**config.mk**
```make
export PLATFORM = sky130hd
export DESIGN_NAME = text_console_scroll_buffer
export DESIGN_NICKNAME = d
export VERILOG_FILES = /design/src/design/tcsb_pkg.sv /design/src/design/text_console_scroll_buffer.sv /design/src/design/tcsb_front.sv /design/src/design/tcsb_queue.sv /design/src/design/tcsb_back.sv
export SDC_FILE = /design/constraint.sdc
export NUM_CORES = 1
export LEC_CHECK = 0
export BUFFER_PORTS_ARGS = -buffer_cell sky130_fd_sc_hd__buf_2
export CORE_UTILIZATION = 40
export DETAILED_ROUTE_END_ITERATION = 8
export PLACE_DENSITY = 0.66
export SYNTH_ARGS = -nofsm -noshare
export SYNTH_HDL_FRONTEND = slang
export SYNTH_SLANG_ARGS = --single-unit
```
**constraint.sdc**
```tcl
create_clock -name clk -period 7.6 [get_ports clk]
set_clock_uncertainty 0.15 [all_clocks]
set_input_delay 1.14 -clock clk [delete_from_list [all_inputs] [get_ports clk]]
set_output_delay 1.14 -clock clk [all_outputs]
set_load 0.03 [all_outputs]
```
**src/design/tcsb_pkg.sv**
```systemverilog
// ----------------------------------------------------------------------------
// tcsb_pkg
// Shared types and constants for the text console scroll buffer.
// ----------------------------------------------------------------------------
package tcsb_pkg;

  localparam int CMD_W     = 3;
  localparam int CHAR_W    = 8;
  localparam int ROW_W     = 3;
  localparam int COL_W     = 4;
  // Cursor column holds 0..COLS inclusive, so one bit beyond the column field
  localparam int CUR_COL_W = COL_W + 1;

  // Command codes on the input channel
  localparam logic [CMD_W-1:0] CMD_APPEND    = 3'd0;
  localparam logic [CMD_W-1:0] CMD_CLEAR_ALL = 3'd1;
  localparam logic [CMD_W-1:0] CMD_CLEAR_ROW = 3'd2;
  localparam logic [CMD_W-1:0] CMD_WRITE     = 3'd3;
  localparam logic [CMD_W-1:0] CMD_READ      = 3'd4;

  // Character codes
  localparam logic [CHAR_W-1:0] CH_BLANK     = 8'h20;
  localparam logic [CHAR_W-1:0] CH_PRINT_MAX = 8'h7f;
  localparam logic [CHAR_W-1:0] CH_CR        = 8'h0d;
  localparam logic [CHAR_W-1:0] CH_LF        = 8'h0a;

  // Queue between classifier and executor (power of two)
  localparam int QDEPTH  = 2;
  localparam int QPTR_W  = 1;
  localparam int QCNT_W  = QPTR_W + 1;

  // Classified operation handed to the executor
  typedef enum logic [2:0] {
    OP_NOP,
    OP_PRINT,
    OP_NEWLINE,
    OP_CLEAR_ALL,
    OP_CLEAR_ROW,
    OP_WRITE,
    OP_READ,
    OP_BAD
  } op_t;

  typedef struct packed {
    op_t               op;
    logic [CHAR_W-1:0] ch;
    logic [ROW_W-1:0]  row;
    logic [COL_W-1:0]  col;
  } item_t;

endpackage

```
**src/design/text_console_scroll_buffer.sv**
```systemverilog
// ----------------------------------------------------------------------------
// text_console_scroll_buffer
// Character store with cursor, lazy wrap and scrolling, split into a
// classifying front end, an operation queue and an executing back end.
// ----------------------------------------------------------------------------
// Every accepted item yields exactly one result. An item is classified on
// the cycle it is accepted and sits in a two-entry queue; the back end then
// retires one operation per cycle while the result register is free or
// being taken, except a cell read, which also passes the ST_READ state since
// the character memory has a registered read port. Scrolling and clearing
// need no extra pass: scrolling rotates a row base pointer, and clears drop
// per-cell "written" flags, so a cell never written since reset or its last
// clear reads as a space. There is no clearing pass after reset. An item
// passes a queue slot, the memory read register for reads, then the result register.
module text_console_scroll_buffer #(
  parameter int ROWS = 6,
  parameter int COLS = 14
) (
  input  logic                        clk,
  input  logic                        rst,
  input  logic                        in_valid,
  output logic                        in_ready,
  input  logic [tcsb_pkg::CMD_W-1:0]  command,
  input  logic [tcsb_pkg::CHAR_W-1:0] char_code,
  input  logic [tcsb_pkg::ROW_W-1:0]  row,
  input  logic [tcsb_pkg::COL_W-1:0]  col,
  output logic                        out_valid,
  input  logic                        out_ready,
  output logic [tcsb_pkg::ROW_W-1:0]  cursor_row,
  output logic [tcsb_pkg::COL_W-1:0]  cursor_col,
  output logic [tcsb_pkg::CHAR_W-1:0] read_char,
  output logic                        out_of_range
);

  tcsb_pkg::item_t front_item;
  tcsb_pkg::item_t q_item;
  logic            q_valid;
  logic            q_ready;

  tcsb_front #(.ROWS(ROWS), .COLS(COLS)) u_front (
    .command   (command),
    .char_code (char_code),
    .row       (row),
    .col       (col),
    .item      (front_item)
  );

  tcsb_queue u_queue (
    .clk        (clk),
    .rst        (rst),
    .push_valid (in_valid),
    .push_ready (in_ready),
    .push_item  (front_item),
    .pop_valid  (q_valid),
    .pop_ready  (q_ready),
    .pop_item   (q_item)
  );

  tcsb_back #(.ROWS(ROWS), .COLS(COLS)) u_back (
    .clk          (clk),
    .rst          (rst),
    .q_valid      (q_valid),
    .q_ready      (q_ready),
    .q_item       (q_item),
    .out_valid    (out_valid),
    .out_ready    (out_ready),
    .cursor_row   (cursor_row),
    .cursor_col   (cursor_col),
    .read_char    (read_char),
    .out_of_range (out_of_range)
  );

endmodule

```
**src/design/tcsb_front.sv**
```systemverilog
// ----------------------------------------------------------------------------
// tcsb_front
// Classifies an incoming command into an executor operation, including the
// row/column range checks and printable / line-break detection.
// ----------------------------------------------------------------------------
module tcsb_front #(
  parameter int ROWS = 6,
  parameter int COLS = 14
) (
  input  logic [tcsb_pkg::CMD_W-1:0]  command,
  input  logic [tcsb_pkg::CHAR_W-1:0] char_code,
  input  logic [tcsb_pkg::ROW_W-1:0]  row,
  input  logic [tcsb_pkg::COL_W-1:0]  col,
  output tcsb_pkg::item_t             item
);

  localparam logic [tcsb_pkg::ROW_W:0] ROWS_L = (tcsb_pkg::ROW_W + 1)'(ROWS);
  localparam logic [tcsb_pkg::COL_W:0] COLS_L = (tcsb_pkg::COL_W + 1)'(COLS);

  logic row_bad;
  logic col_bad;
  logic is_break;
  logic is_print;

  assign row_bad  = {1'b0, row} >= ROWS_L;
  assign col_bad  = {1'b0, col} >= COLS_L;
  assign is_break = (char_code == tcsb_pkg::CH_CR) || (char_code == tcsb_pkg::CH_LF);
  assign is_print = (char_code >= tcsb_pkg::CH_BLANK) &&
                    (char_code <= tcsb_pkg::CH_PRINT_MAX);

  // Decode
  always_comb begin
    item.ch  = char_code;
    item.row = row;
    item.col = col;
    case (command)
      tcsb_pkg::CMD_APPEND: begin
        if (is_break)      item.op = tcsb_pkg::OP_NEWLINE;
        else if (is_print) item.op = tcsb_pkg::OP_PRINT;
        else               item.op = tcsb_pkg::OP_NOP;
      end
      tcsb_pkg::CMD_CLEAR_ALL: item.op = tcsb_pkg::OP_CLEAR_ALL;
      tcsb_pkg::CMD_CLEAR_ROW: item.op = row_bad ? tcsb_pkg::OP_BAD : tcsb_pkg::OP_CLEAR_ROW;
      tcsb_pkg::CMD_WRITE:
        item.op = (row_bad || col_bad) ? tcsb_pkg::OP_BAD : tcsb_pkg::OP_WRITE;
      tcsb_pkg::CMD_READ:
        item.op = (row_bad || col_bad) ? tcsb_pkg::OP_BAD : tcsb_pkg::OP_READ;
      default: item.op = tcsb_pkg::OP_NOP;
    endcase
  end

endmodule

```
**src/design/tcsb_queue.sv**
```systemverilog
// ----------------------------------------------------------------------------
// tcsb_queue
// Short FIFO of classified operations between the front and back ends.
// ----------------------------------------------------------------------------
module tcsb_queue (
  input  logic            clk,
  input  logic            rst,
  input  logic            push_valid,
  output logic            push_ready,
  input  tcsb_pkg::item_t push_item,
  output logic            pop_valid,
  input  logic            pop_ready,
  output tcsb_pkg::item_t pop_item
);

  tcsb_pkg::item_t                slots [tcsb_pkg::QDEPTH];
  logic [tcsb_pkg::QPTR_W-1:0]    wr_ptr;
  logic [tcsb_pkg::QPTR_W-1:0]    rd_ptr;
  logic [tcsb_pkg::QCNT_W-1:0]    count;
  logic                           push;
  logic                           pop;

  assign push_ready = count != tcsb_pkg::QCNT_W'(tcsb_pkg::QDEPTH);
  assign pop_valid  = count != '0;
  assign pop_item   = slots[rd_ptr];
  assign push       = push_valid && push_ready;
  assign pop        = pop_valid && pop_ready;

  // Pointers and fill level
  always_ff @(posedge clk) begin
    if (rst) begin
      wr_ptr <= '0;
      rd_ptr <= '0;
      count  <= '0;
    end else begin
      if (push) wr_ptr <= wr_ptr + 1'b1;
      if (pop)  rd_ptr <= rd_ptr + 1'b1;
      case ({push, pop})
        2'b10:   count <= count + 1'b1;
        2'b01:   count <= count - 1'b1;
        default: count <= count;
      endcase
    end
  end

  // Entry storage
  always_ff @(posedge clk) begin
    if (push) slots[wr_ptr] <= push_item;
  end

endmodule

```
**src/design/tcsb_back.sv**
```systemverilog
// ----------------------------------------------------------------------------
// tcsb_back
// Executes classified operations: cursor, row rotation for scrolling,
// character memory with per-cell blank flags, and the result register.
// ----------------------------------------------------------------------------
module tcsb_back #(
  parameter int ROWS = 6,
  parameter int COLS = 14
) (
  input  logic                           clk,
  input  logic                           rst,
  input  logic                           q_valid,
  output logic                           q_ready,
  input  tcsb_pkg::item_t                q_item,
  output logic                           out_valid,
  input  logic                           out_ready,
  output logic [tcsb_pkg::ROW_W-1:0]     cursor_row,
  output logic [tcsb_pkg::COL_W-1:0]     cursor_col,
  output logic [tcsb_pkg::CHAR_W-1:0]    read_char,
  output logic                           out_of_range
);

  localparam int DEPTH = ROWS * COLS;
  localparam int AW    = (DEPTH > 1) ? $clog2(DEPTH) : 1;
  localparam logic [tcsb_pkg::ROW_W:0]       ROWS_L  = (tcsb_pkg::ROW_W + 1)'(ROWS);
  localparam logic [tcsb_pkg::ROW_W-1:0]     ROWS_M1 = tcsb_pkg::ROW_W'(ROWS - 1);
  localparam logic [tcsb_pkg::CUR_COL_W-1:0] COLS_L  = tcsb_pkg::CUR_COL_W'(COLS);

  typedef enum logic {ST_RUN, ST_READ} state_t;

  state_t                            state;
  state_t                            state_next;
  logic [tcsb_pkg::ROW_W-1:0]        cur_row;
  logic [tcsb_pkg::ROW_W-1:0]        cur_row_next;
  logic [tcsb_pkg::CUR_COL_W-1:0]    cur_col;
  logic [tcsb_pkg::CUR_COL_W-1:0]    cur_col_next;
  logic [tcsb_pkg::ROW_W-1:0]        base;
  logic [tcsb_pkg::ROW_W-1:0]        base_next;
  logic [DEPTH-1:0]                  filled;
  logic [DEPTH-1:0]                  filled_next;
  logic [DEPTH-1:0]                  clr_mask;
  logic [tcsb_pkg::CHAR_W-1:0]       mem [DEPTH];
  logic [tcsb_pkg::CHAR_W-1:0]       rd_data;
  logic                              rd_filled;

  logic                              pop;
  logic                              need_nl;
  logic                              scroll;
  logic [tcsb_pkg::ROW_W-1:0]        nl_row;
  logic [tcsb_pkg::ROW_W-1:0]        base_inc;
  logic [tcsb_pkg::ROW_W-1:0]        eff_row;
  logic [tcsb_pkg::COL_W-1:0]        eff_col;
  logic [tcsb_pkg::ROW_W-1:0]        cell_row;
  logic [tcsb_pkg::COL_W-1:0]        cell_col;
  logic [AW-1:0]                     cell_addr;
  logic                              mem_we;
  logic [tcsb_pkg::CHAR_W-1:0]       mem_wdata;
  logic                              clr_all;
  logic                              clr_row_en;
  logic [tcsb_pkg::ROW_W-1:0]        clr_phys;

  // Logical row to physical row under the scroll rotation
  function automatic logic [tcsb_pkg::ROW_W-1:0] phys_row(
    input logic [tcsb_pkg::ROW_W-1:0] lr,
    input logic [tcsb_pkg::ROW_W-1:0] b
  );
    logic [tcsb_pkg::ROW_W:0] s;
    s = {1'b0, lr} + {1'b0, b};
    if (s >= ROWS_L) s = s - ROWS_L;
    return s[tcsb_pkg::ROW_W-1:0];
  endfunction

  assign q_ready  = (state == ST_RUN) && (!out_valid || out_ready);
  assign pop      = q_valid && q_ready;
  assign scroll   = cur_row == ROWS_M1;
  assign nl_row   = scroll ? ROWS_M1 : cur_row + 1'b1;
  assign base_inc = (base == ROWS_M1) ? '0 : base + 1'b1;
  assign need_nl  = (q_item.op == tcsb_pkg::OP_NEWLINE) ||
                    ((q_item.op == tcsb_pkg::OP_PRINT) && (cur_col >= COLS_L));
  assign eff_row  = need_nl ? nl_row : cur_row;
  assign eff_col  = need_nl ? '0 : cur_col[tcsb_pkg::COL_W-1:0];
  assign cell_addr = AW'(int'(phys_row(cell_row, base_next)) * COLS + int'(cell_col));

  // Per-cell row match for row clears
  for (genvar i = 0; i < DEPTH; i++) begin : g_clr
    localparam int ROW_OF = i / COLS;
    assign clr_mask[i] = clr_row_en && (int'(clr_phys) == ROW_OF);
  end

  // Operation execution
  always_comb begin
    state_next   = state;
    cur_row_next = cur_row;
    cur_col_next = cur_col;
    base_next    = base;
    cell_row     = q_item.row;
    cell_col     = q_item.col;
    mem_we       = 1'b0;
    mem_wdata    = q_item.ch;
    clr_all      = 1'b0;
    clr_row_en   = 1'b0;
    clr_phys     = base;
    if (pop) begin
      case (q_item.op)
        tcsb_pkg::OP_PRINT, tcsb_pkg::OP_NEWLINE: begin
          if (need_nl) begin
            cur_row_next = nl_row;
            if (scroll) begin
              // old top row becomes the blank bottom row
              base_next  = base_inc;
              clr_row_en = 1'b1;
              clr_phys   = base;
            end
          end
          if (q_item.op == tcsb_pkg::OP_PRINT) begin
            cell_row     = eff_row;
            cell_col     = eff_col;
            mem_we       = 1'b1;
            cur_col_next = tcsb_pkg::CUR_COL_W'(eff_col) + 1'b1;
          end else begin
            cur_col_next = '0;
          end
        end
        tcsb_pkg::OP_CLEAR_ALL: begin
          clr_all      = 1'b1;
          cur_row_next = '0;
          cur_col_next = '0;
        end
        tcsb_pkg::OP_CLEAR_ROW: begin
          clr_row_en = 1'b1;
          clr_phys   = phys_row(q_item.row, base);
        end
        tcsb_pkg::OP_WRITE: mem_we = 1'b1;
        tcsb_pkg::OP_READ:  state_next = ST_READ;
        default: ;
      endcase
    end else if (state == ST_READ) begin
      state_next = ST_RUN;
    end
  end

  // Blank flags: a clear happens before a same-cycle write
  always_comb begin
    filled_next = filled & ~clr_mask;
    if (clr_all) filled_next = '0;
    if (mem_we)  filled_next[cell_addr] = 1'b1;
  end

  // Character memory, registered read
  always_ff @(posedge clk) begin
    if (mem_we) mem[cell_addr] <= mem_wdata;
    rd_data   <= mem[cell_addr];
    rd_filled <= filled[cell_addr];
  end

  // State, cursor and result register
  always_ff @(posedge clk) begin
    if (rst) begin
      state     <= ST_RUN;
      cur_row   <= '0;
      cur_col   <= '0;
      base      <= '0;
      filled    <= '0;
      out_valid <= 1'b0;
    end else begin
      state   <= state_next;
      cur_row <= cur_row_next;
      cur_col <= cur_col_next;
      base    <= base_next;
      filled  <= filled_next;
      if (pop && (q_item.op != tcsb_pkg::OP_READ)) begin
        out_valid    <= 1'b1;
        cursor_row   <= cur_row_next;
        cursor_col   <= cur_col_next[tcsb_pkg::COL_W-1:0];
        read_char    <= '0;
        out_of_range <= q_item.op == tcsb_pkg::OP_BAD;
      end else if (state == ST_READ) begin
        out_valid    <= 1'b1;
        cursor_row   <= cur_row;
        cursor_col   <= cur_col[tcsb_pkg::COL_W-1:0];
        read_char    <= rd_filled ? rd_data : tcsb_pkg::CH_BLANK;
        out_of_range <= 1'b0;
      end else if (out_ready) begin
        out_valid    <= 1'b0;
      end
    end
  end

  // Checks
  a_row_range: assert property (@(posedge clk) disable iff (rst) cur_row <= ROWS_M1)
    else $error("cursor row beyond last row");
  a_col_range: assert property (@(posedge clk) disable iff (rst) cur_col <= COLS_L)
    else $error("cursor column beyond wrap position");
  a_base_range: assert property (@(posedge clk) disable iff (rst) base <= ROWS_M1)
    else $error("row rotation base out of range");
  a_read_slot: assert property (@(posedge clk) disable iff (rst)
    (state == ST_READ) |-> !out_valid)
    else $error("result register busy during read");
  a_result: assert property (@(posedge clk) disable iff (rst)
    pop |=> out_valid || (state == ST_READ))
    else $error("popped operation produced no result");

endmodule
```
Word-level counts from Yosys, hierarchy flattened
Memories as Yosys holds them, arrays and structs flattened. A register that Yosys moved wholly into a read port is not among the register bits. Cells that the tools add are included.

$add $sub $neg: 12. Multiply operators: 1. $lt $le $gt $ge: 9. Equality and inequality tests: 24. Muxes and demuxes: 62. Bitwise logic cells: 6. Reductions and logical operators: 29.

Operator list (number): $mux W84 (2); $and A84 B84 Y84 (1); $not A84 Y84 (1); $or A84 B84 Y84 (1); $mux W3 (18); $eq A3 B3 Y1 const B (11); $mux W4 (7); $mux W1 (22); $eq A8 B4 Y1 const B (2); $mux W8 (2); $eq A3 B2 Y1 const B (5); $pmux W3 S5 (1); $logic_and A1 B1 Y1 (13); $pmux W5 S2 (1); $add A3 B3 Y4 (2); $ge A4 B3 Y1 const B (2); $ge A8 B6 Y1 const B (1); $le A8 B7 Y1 const B (1); $lt A7 B8 Y1 const B (1); $reduce_bool A2 Y1 (4); $add A7 B5 Y7 (1); $bmux W1 S7 (1); $demux W1 S7 (1); $ge A7 B1 Y1 const B (1); 27 further kinds (41).

Flip-flop bits (word level): 118. Bits in writable memories: 708. Input bits: 22. Output and inout port bits: 18. Word-level logic and storage cells: 160. Memories kept: 2.

Memory list: u_back.mem (words 84, bits a word 8, rd ports 1, clocked after memory_dff 1, write ports 1, RTL line tcsb_back.sv:42) `logic [tcsb_pkg::CHAR_W-1:0] mem [DEPTH];`; u_queue.slots (words 2, bits a word 18, rd ports 1, clocked after memory_dff 1, write ports 1, RTL line tcsb_queue.sv:16) `tcsb_pkg::item_t slots [tcsb_pkg::QDEPTH];`.

Depth between registers and ports, before layout
Gate-level depths: netlist of run 1.

Depth after elaboration: 18. Depth in mapped cells: 32. Depth with buffers taken out: 29.

Cells and area by module
Synthesis of run 1 repeated with hierarchy kept, for this count alone.

Cell total of the unflattened synthesis: 2335. Area total of the unflattened synthesis: 34608.2 µm².

By module, submodules not included: tcsb_back (instances 1, cells an instance 2223, area each 32849.0 µm², seq. area each 22781.8 µm²); tcsb_queue (instances 1, cells an instance 80, area each 1516.5 µm², seq. area each 1181.1 µm²); tcsb_front (instances 1, cells an instance 32, area each 242.7 µm², seq. area each 0.0 µm²).

Least setup slack after synthesis of run 1
Ideal clock, no wire load.

Path kind: input -> register. From: in out_ready. To: mem u_back.mem[10][0] in the netlist's numbering (enable). Library setup time: 0.370 ns. Arrival time: 6.317 ns. Data required time: 7.080 ns. Slack: 0.762 ns. Cell stages on the path: 28. Buffers on the path: 2. Path through: nand2b_1 -> and2_1 -> nand2_1 -> inv_1 -> nand3_1 -> inv_1 -> nand2_1 -> nor3_1 -> a21oi_1 -> inv_1 -> ha_1 -> a21o_1 -> a21oi_1 -> mux2_2 -> inv_1 -> fa_1 -> inv_1 -> ha_1 -> fa_1 -> buf_2 -> nand2_1 -> a21oi_1 -> o2bb2ai_1 -> nand2_1 -> clkbuf_1 -> nor3_1 -> nand2_1 -> nor2_1.

Longest elaborated chain between the ends: 9. Elaborated cells on any way between the ends: 15. Those cells by class: add/sub (3); mul (1); order compare (1); mux (7); reduce/logical (3).

Ends and longest elaborated chain: start, declared (RTL line text_console_scroll_buffer.sv:28) `input logic out_ready,`; $logic_or A1 B1 Y1 (*) (RTL line tcsb_back.sv:73) `assign q_ready = (state == ST_RUN) && (!out_valid || out_ready);`; $logic_and A1 B1 Y1 (*) (RTL line tcsb_back.sv:73); $logic_and A1 B1 Y1 (*) (RTL line tcsb_back.sv:74) `assign pop = q_valid && q_ready;`; net u_back.pop (RTL line tcsb_back.sv:46) `logic pop;`; $mux W3 (*) (RTL line tcsb_back.sv:103) `if (pop) begin`; net u_back.base_next, one bit (RTL line tcsb_back.sv:38) `logic [tcsb_pkg::ROW_W-1:0] base_next;`; $add A3 B3 Y4 (*) (RTL line tcsb_back.sv:68) `s = {1'b0, lr} + {1'b0, b};`; $ge A4 B3 Y1 / $sub A3 B3 Y3 (equally long branches) (RTL line tcsb_back.sv:69) `if (s >= ROWS_L) s = s - ROWS_L;`; $mux W3 (*) (RTL line tcsb_back.sv:69); $mul A3 B3 Y6 (*) (RTL line tcsb_back.sv:82) `assign cell_addr = AW'(int'(phys_row(cell_row, base_next)) * COLS + int'(cell_col));`; $add A7 B5 Y7 (*) (RTL line tcsb_back.sv:82); end, declared (RTL line tcsb_back.sv:42).

Mark *: on every way through the listed nets, which the timed path passes. The rest lies on a longest branch.

==> results of run 1 <==
-- registers in the layout, summed over array words and instances (netlist names), named ones only --
name and flops:
u_back.mem 672, u_back.filled 84, u_queue.slots 36, u_back.rd_data 8, u_back.read_char 8, u_back.cur_col 5, u_back.cursor_col 4, u_back.base 3
u_back.cur_row 3, u_back.cursor_row 3, u_queue.count 2, u_back.out_of_range 1, u_back.out_valid 1, u_back.rd_filled 1, u_back.state 1, u_queue.rd_ptr 1
u_queue.wr_ptr 1
-- critical path, cell delays in order (launching register included) --
cell and delay (ns):
dfxtp_2 0.47, mux2_4 0.37, nor3_1 0.23, o211a_1 0.34
nand3_1 0.19, inv_1 0.12, nand2_1 0.10, nor3_1 0.14
a21oi_1 0.08, buf_4 0.16, fa_1 0.40, xnor2_1 0.24
nor2_1 0.06, mux2_2 0.29, ha_1 0.38, xnor2_1 0.31
ha_4 0.21, buf_4 0.50, mux4_2 0.41, o21ai_0 0.54
a31oi_1 0.25, a2111oi_0 0.96, a311oi_1 0.12
-- layer usage --
| metal | part of all wire, % | vias to the layer above |
|---|---|---|
| met5 | 0 | - |
| met4 | 4.2 | 0 |
| met3 | 11 | 267 |
| met2 | 46 | 1387 |
| met1 | 39 | 11100 |
| li1 | - | 9362 |
-- cells in the final DEF, fill, tap and decap left out, types with 16 or more instances in the layout --
cell type,Yosys,routed
a22oi_1,107,107
clkinv_2,0,18
edfxtp_1,724,724
nand2_1,174,174
and3_1,18,18
mux2_2,48,48
nand4_1,21,21
nor2_1,206,194
a21oi_1,102,102
nand3_1,52,52
mux4_2,74,74
a222oi_1,17,17
and2_1,18,19
a221oi_1,27,27
clkbuf_16,0,86
inv_1,35,35
a31oi_1,28,27
dfxtp_1,111,110
nor3_1,27,25
o22ai_1,23,23
o21ai_0,43,43
buf_4,14,170
nor2b_1,16,16
buf_2,46,39
mux2i_1,75,75
-- synthesized netlist by cell type (5+ instances only) --
library cell  number  area share, %
dfxtp_1          111            6.5
o21ai_0           43           0.63
mux2_2            48            1.6
clkbuf_1          69           0.75
buf_1             12           0.13
a21oi_1          102            1.5
fa_1               5           0.29
and2_1            18           0.33
ha_1              16           0.58
nand3_1           52           0.76
o311ai_0           5           0.13
a311oi_1          11           0.28
mux4_2            74            4.9
o2bb2ai_1          5           0.13
a2111oi_0          8           0.20
nor2_1           206            2.3
xnor2_1            7           0.18
a221oi_1          27           0.69
a211o_1            6           0.15
buf_4             14           0.31
edfxtp_1         724             63
buf_2             46           0.67
inv_1             35           0.38
nor3_2             6           0.17
o211ai_1          10           0.22
mux2i_1           75            2.2
nor2b_1           16           0.29
nand4_1           21           0.38
nor3_1            27           0.39
o221ai_1           6           0.15
and3_1            18           0.33
a222oi_1          17           0.50
o22ai_1           23           0.42
buf_6              6           0.20
a21o_1             7           0.15
nand2_1          174            1.9
a22oi_1          107            2.3
a211oi_1           6           0.13
a31oi_1           28           0.51
-- cell type report --
type / count / area (um2) / area share, %
Timing Repair Buffer: 213 / 1550 / 3.91
Clock buffer: 102 / 2220 / 5.61
Clock inverter: 55 / 676 / 1.70
Inverter: 35 / 131 / 0.332
Sequential cell: 835 / 24000 / 60.5
Tap cell: 1144 / 1430 / 3.61
Multi-Input combinational cell: 1288 / 9650 / 24.4
-- cell families after synthesis --
group,Yosys count,synth area share [%]
AND/OR/NAND/NOR,577,7.81
buffers and inverters,182,2.44
XOR/XNOR,13,0.375
multiplexers,204,8.91
flip-flops,835,69.8
AO/OA/AOI/OAI,473,9.82
adder cells (fa/ha/maj),21,0.874
-- worst max-delay path by stage --
stage | start | endpoint | slack [ns]
floorplan | out_ready | u_back.mem[10][0] | 0.76
global placement | out_ready | u_back.mem[1][3] | 0.07
CTS | flip-flop | u_back.mem[1][3] | 0.21
finish | flip-flop | u_back.rd_data[4] | 0.38
detailed placement | out_ready | u_back.mem[1][3] | 0.03
global route | flip-flop | u_back.rd_data[6] | 0.05
-- metrics by stage --
| stage | std cells | cell area [um2] |
|---|---|---|
| floorplan | 2305 | 34300 |
| global placement | 3515 | 36700 |
| detailed placement | 3515 | 36700 |
| CTS | 3672 | 39600 |
| global route | 3672 | 39600 |
| finish | 3672 | 39600 |
-- timing repair --
item,CTS,global route
resized for setup,0,11
hold buffers,0,0
endpoints found under the setup margin,0,201
setup buffers,0,0
==> results by group, run 1 <==
Critical path
  • Worst R2R End: u_back.rd_data[4]
  • Crit path required time: 7.93 ns
  • Reg2reg setup slack: 0.38 ns
  • Arrival @ worst endpoint: 7.55 ns
  • Setup CP Type: flip-flop to flip-flop
  • Critical Path Sink Type: flip-flop
  • CP Max Fanout: 35
  • Crit path launch type: flip-flop
  • R2R cell count: 22

Clock network
  • CTS clk-pin slew, worst paths: 0.06 ns
  • CTS tree: done
  • H-tree Lvls: 3
  • Clock Sinks: 835
  • Later-pin clock latency in the skew report: 0.65 ns
  • Root Buffer: clkbuf_16
  • Clock buffer depth: 3
  • CTS buffer count: 85

Timing
  • Slew margin rel.: 14.4%
  • Setup ws final: 0.379 ns
  • Unrepaired setup endpoints after global routing: false
  • Final TNS setup: 0 ns
  • WHS: 0.309 ns
  • Setup violators final: 0
  • Fmax: 138 MHz
  • Number of hold violations in the final report: 0
  • Max-slew violations: 0
  • Fin crit period: 7.22 ns
  • Period utilization: 95.0%
  • Worst slew pin tran: 1.28 ns

Yosys
  • Fraction of registers with async set/reset: 0%
  • Synthesized area: 34300 um2
  • Yosys warnings: 0
  • Mean post-synth cell area: 14.9 um2
  • Post-synthesis sequential area ratio: 69.8%
  • Library cells used by synthesis: 97
  • Synthesized netlist cell count: 2305
  • Post-synth EDFFs: 724
  • Syn_nets: 2348
  • Synth Flop Type: edfxtp_1
  • Register bit total from synthesis: 835

Run
  • Total of max-cap violations: 0

Run status
  • Status: finished, final reports clean

Floorplanning
  • Chip width: 295 um
  • Initial core utilization: 40.3%
  • IO Count: 40
  • Die Area: 87000 um2
  • Placement Rows: 107
  • Placeable core region: 85100 um2
  • DIE HEIGHT: 295 um

Hold path
  • Worst min path class: flip-flop to flip-flop
  • Hold endpoint: u_back.filled[82]
  • Hold path cells: 2
  • Hold_sp: u_back.filled[82]

GRT
  • M2 GR Usage: 35.8%
  • GR peak layer: met2
  • Total grt overflow: 0
  • First-pass GRT wire length: 146000 um
  • Largest net degree at the start of global routing: 104
  • Number of global-route vias before repair: 21900
  • GRT Total Usage: 22.7%
  • Met3 usage: 4.69%
  • Antenna violations before repair: 1
  • M1 GR Usage: 30.5%

Route
  • DRT iter0 DRCs: 3341
  • Routed WL per cell: 26.9 um
  • Routed Antenna Nets: 0
  • TritonRoute pass-1 iters: 8
  • Via count: 22100
  • Via density per instance: 6.02
  • Drt total wl: 98600 um
  • DRC: 0

Finish
  • Layout cells sized above 1: 20.9%
  • Layout area overhead: 15.4%
  • Fillers: 7323
  • Nets@finish: 2501
  • Diodes inserted: 0
  • Final Util: 46.5%

Placed design
  • GPL Wtd Cong: 0.944
  • Dpl hpwl: 61600 um
  • Pre-CTS WS: 0.0345 ns
  • I/O Buffers: 39
Power of run 1 is left out: the tool's default activity adds up to more than one toggle a clock period on the data nets, which glitch-free logic cannot reach.
==> inputs of run 2 (changes only) <==
PLACE_DENSITY = default   (was 0.66)
clock period = 8.2 ns   (was 7.6 ns; I/O delays follow)
==> results by group, run 2 (synthesis results as in run 1) <==
Hold path
  • Worst min path class: flip-flop to flip-flop

Timing
  • Setup ws final: 0.460 ns
  • Max-slew violations: 0
  • Number of hold violations in the final report: 0
  • Period utilization: 94.4%
  • Slew margin rel.: 12.8%
  • Setup violators final: 0
  • Fmax: 129 MHz
  • Worst slew pin tran: 1.31 ns
  • Unrepaired setup endpoints after global routing: true
  • Fin crit period: 7.74 ns
  • Final TNS setup: 0 ns

Route
  • Via count: 22100
  • Via density per instance: 6.09
  • TritonRoute pass-1 iters: 7
  • Routed Antenna Nets: 0
  • DRC: 0
  • Routed WL per cell: 28.1 um
  • Drt total wl: 102000 um
  • DRT iter0 DRCs: 3013

Clock network
  • Root Buffer: clkbuf_16
  • CTS clk-pin slew, worst paths: 0.06 ns
  • CTS tree: done
  • Later-pin clock latency in the skew report: 0.65 ns
  • H-tree Lvls: 3
  • Clock buffer depth: 3
  • CTS buffer count: 87
  • Clock Sinks: 835

Finish
  • Largest regs: u_back.mem x672, u_back.filled x84, u_queue.slots x36
  • Commonest non-fill, non-tap cell in the layout: edfxtp_1
  • Final Util: 46.1%
  • Layout area overhead: 14.4%
  • Max reg flops: 672
  • Nets@finish: 2462
  • Reg with most FFs: u_back.mem
  • Commonest non-fill, non-tap cells in the layout: edfxtp_1, nor2_1, nand2_1, buf_4, dfxtp_1
  • Post-Layout Cell Count: 3637
  • Fillers: 7439
  • Layout cells sized above 1: 19.0%

Critical path
  • Setup CP Type: flip-flop to flip-flop
  • CP peak stage delay: 0.59 ns
  • WP buf/inv: 7
  • Critical-path top delay cell: or2_2
  • CP most frequent cell: inv_1
  • Critical Path Sink Type: flip-flop
  • CP top delay family: compound AO/OA/AOI/OAI gates
  • Crit path launch type: flip-flop
  • CP Max Fanout: 17
  • Arrival @ worst endpoint: 8.01 ns
  • Crit path required time: 8.47 ns

Floorplanning
  • DIE HEIGHT: 295 um
  • Die Area: 87000 um2
  • Placeable core region: 85100 um2
  • Initial core utilization: 40.3%
  • Placement Rows: 107
  • IO Count: 40
  • Chip width: 295 um

Placed design
  • Dpl hpwl: 63100 um
  • I/O Buffers: 39
  • Placed instance count: 3474
  • GPL Wtd Cong: 0.946
  • Pre-CTS WS: -0.235 ns

GRT
  • Number of global-route vias before repair: 21400
  • Antenna violations before repair: 1
  • First-pass GRT wire length: 149000 um
  • Largest net degree at the start of global routing: 87
  • GRT Total Usage: 23.5%
  • Total grt overflow: 0

Run status
  • Status: finished, final reports clean

Run
  • Total of max-cap violations: 0
run 2: cell types whose count changed in the layout (fill, tap and decap cells not counted), sizes merged, moves of 3 or more:
cell      change
clkinv        -3
clkbuf       +18
bufinv        -8
diode         +3
clkinvlp      -5
buf          -41
run 2: path summary, 6_finish.rpt:
kind	to	slack, ns	from	depth (start not counted)
worst max-delay path	u_back.rd_data[6]	0.46	flip-flop	27
worst min-delay path	u_back.filled[83]	0.31	u_back.filled[83]	2
worst max register to register	u_back.rd_data[6]	0.46	flip-flop	27
worst min register to register	u_back.filled[83]	0.31	u_back.filled[83]	2
run 2: layer usage:
metal  routed length, um  vias to the layer above  GRT usage (%)
li1                    -                     9293              -
met1               41000                    11100           32.9
met2               46400                     1455           36.2
met3               10600                      257           4.39
met4                3970                        2           9.26
met5                  12                        -              0
run 2: metrics by stage:
stage	hold slack [ns]	area, um2
after global placement	0.292	36400
final	0.311	39300
after detailed placement	0.300	36400
after global routing	0.334	39300
after CTS	0.309	39200
after floorplan	0.282	34300
run 2: worst reg2reg max path, stage by stage, from the launching register on:
cell	delay, ns
dfxtp_1	0.54
buf_4	0.28
mux2i_2	0.27
nor3_1	0.09
o211a_1	0.33
nand3_1	0.17
inv_1	0.07
nand2_1	0.12
nor3_1	0.06
a21oi_1	0.27
inv_1	0.08
ha_1	0.28
a21o_1	0.18
a21oi_1	0.20
mux2_2	0.39
inv_1	0.14
fa_1	0.44
inv_1	0.07
ha_1	0.23
ha_1	0.38
inv_1	0.11
a21oi_2	0.26
or2_2	0.59
buf_4	0.37
o311ai_1	0.15
o32a_1	0.36
a22oi_1	0.54
o211ai_1	0.39
run 2: final cells by class:
type	count	area (um2)	area share, %
timing repair buffer	172	1280	3.27
antenna	3	7.51	0.0191
sequential	835	24000	61.0
tap	1144	1430	3.64
clock buffer	120	2440	6.21
multi-input combinational	1288	9650	24.6
clock inverter	40	374	0.952
inverter	35	131	0.334
run 2: timing repair:
action | in CTS | in global routing
hold buffers | 0 | 0
setup buffers | 0 | 0
setup endpoints to repair | 0 | 216
resized for setup | 0 | 10
Power of run 2 is left out for the same reason.
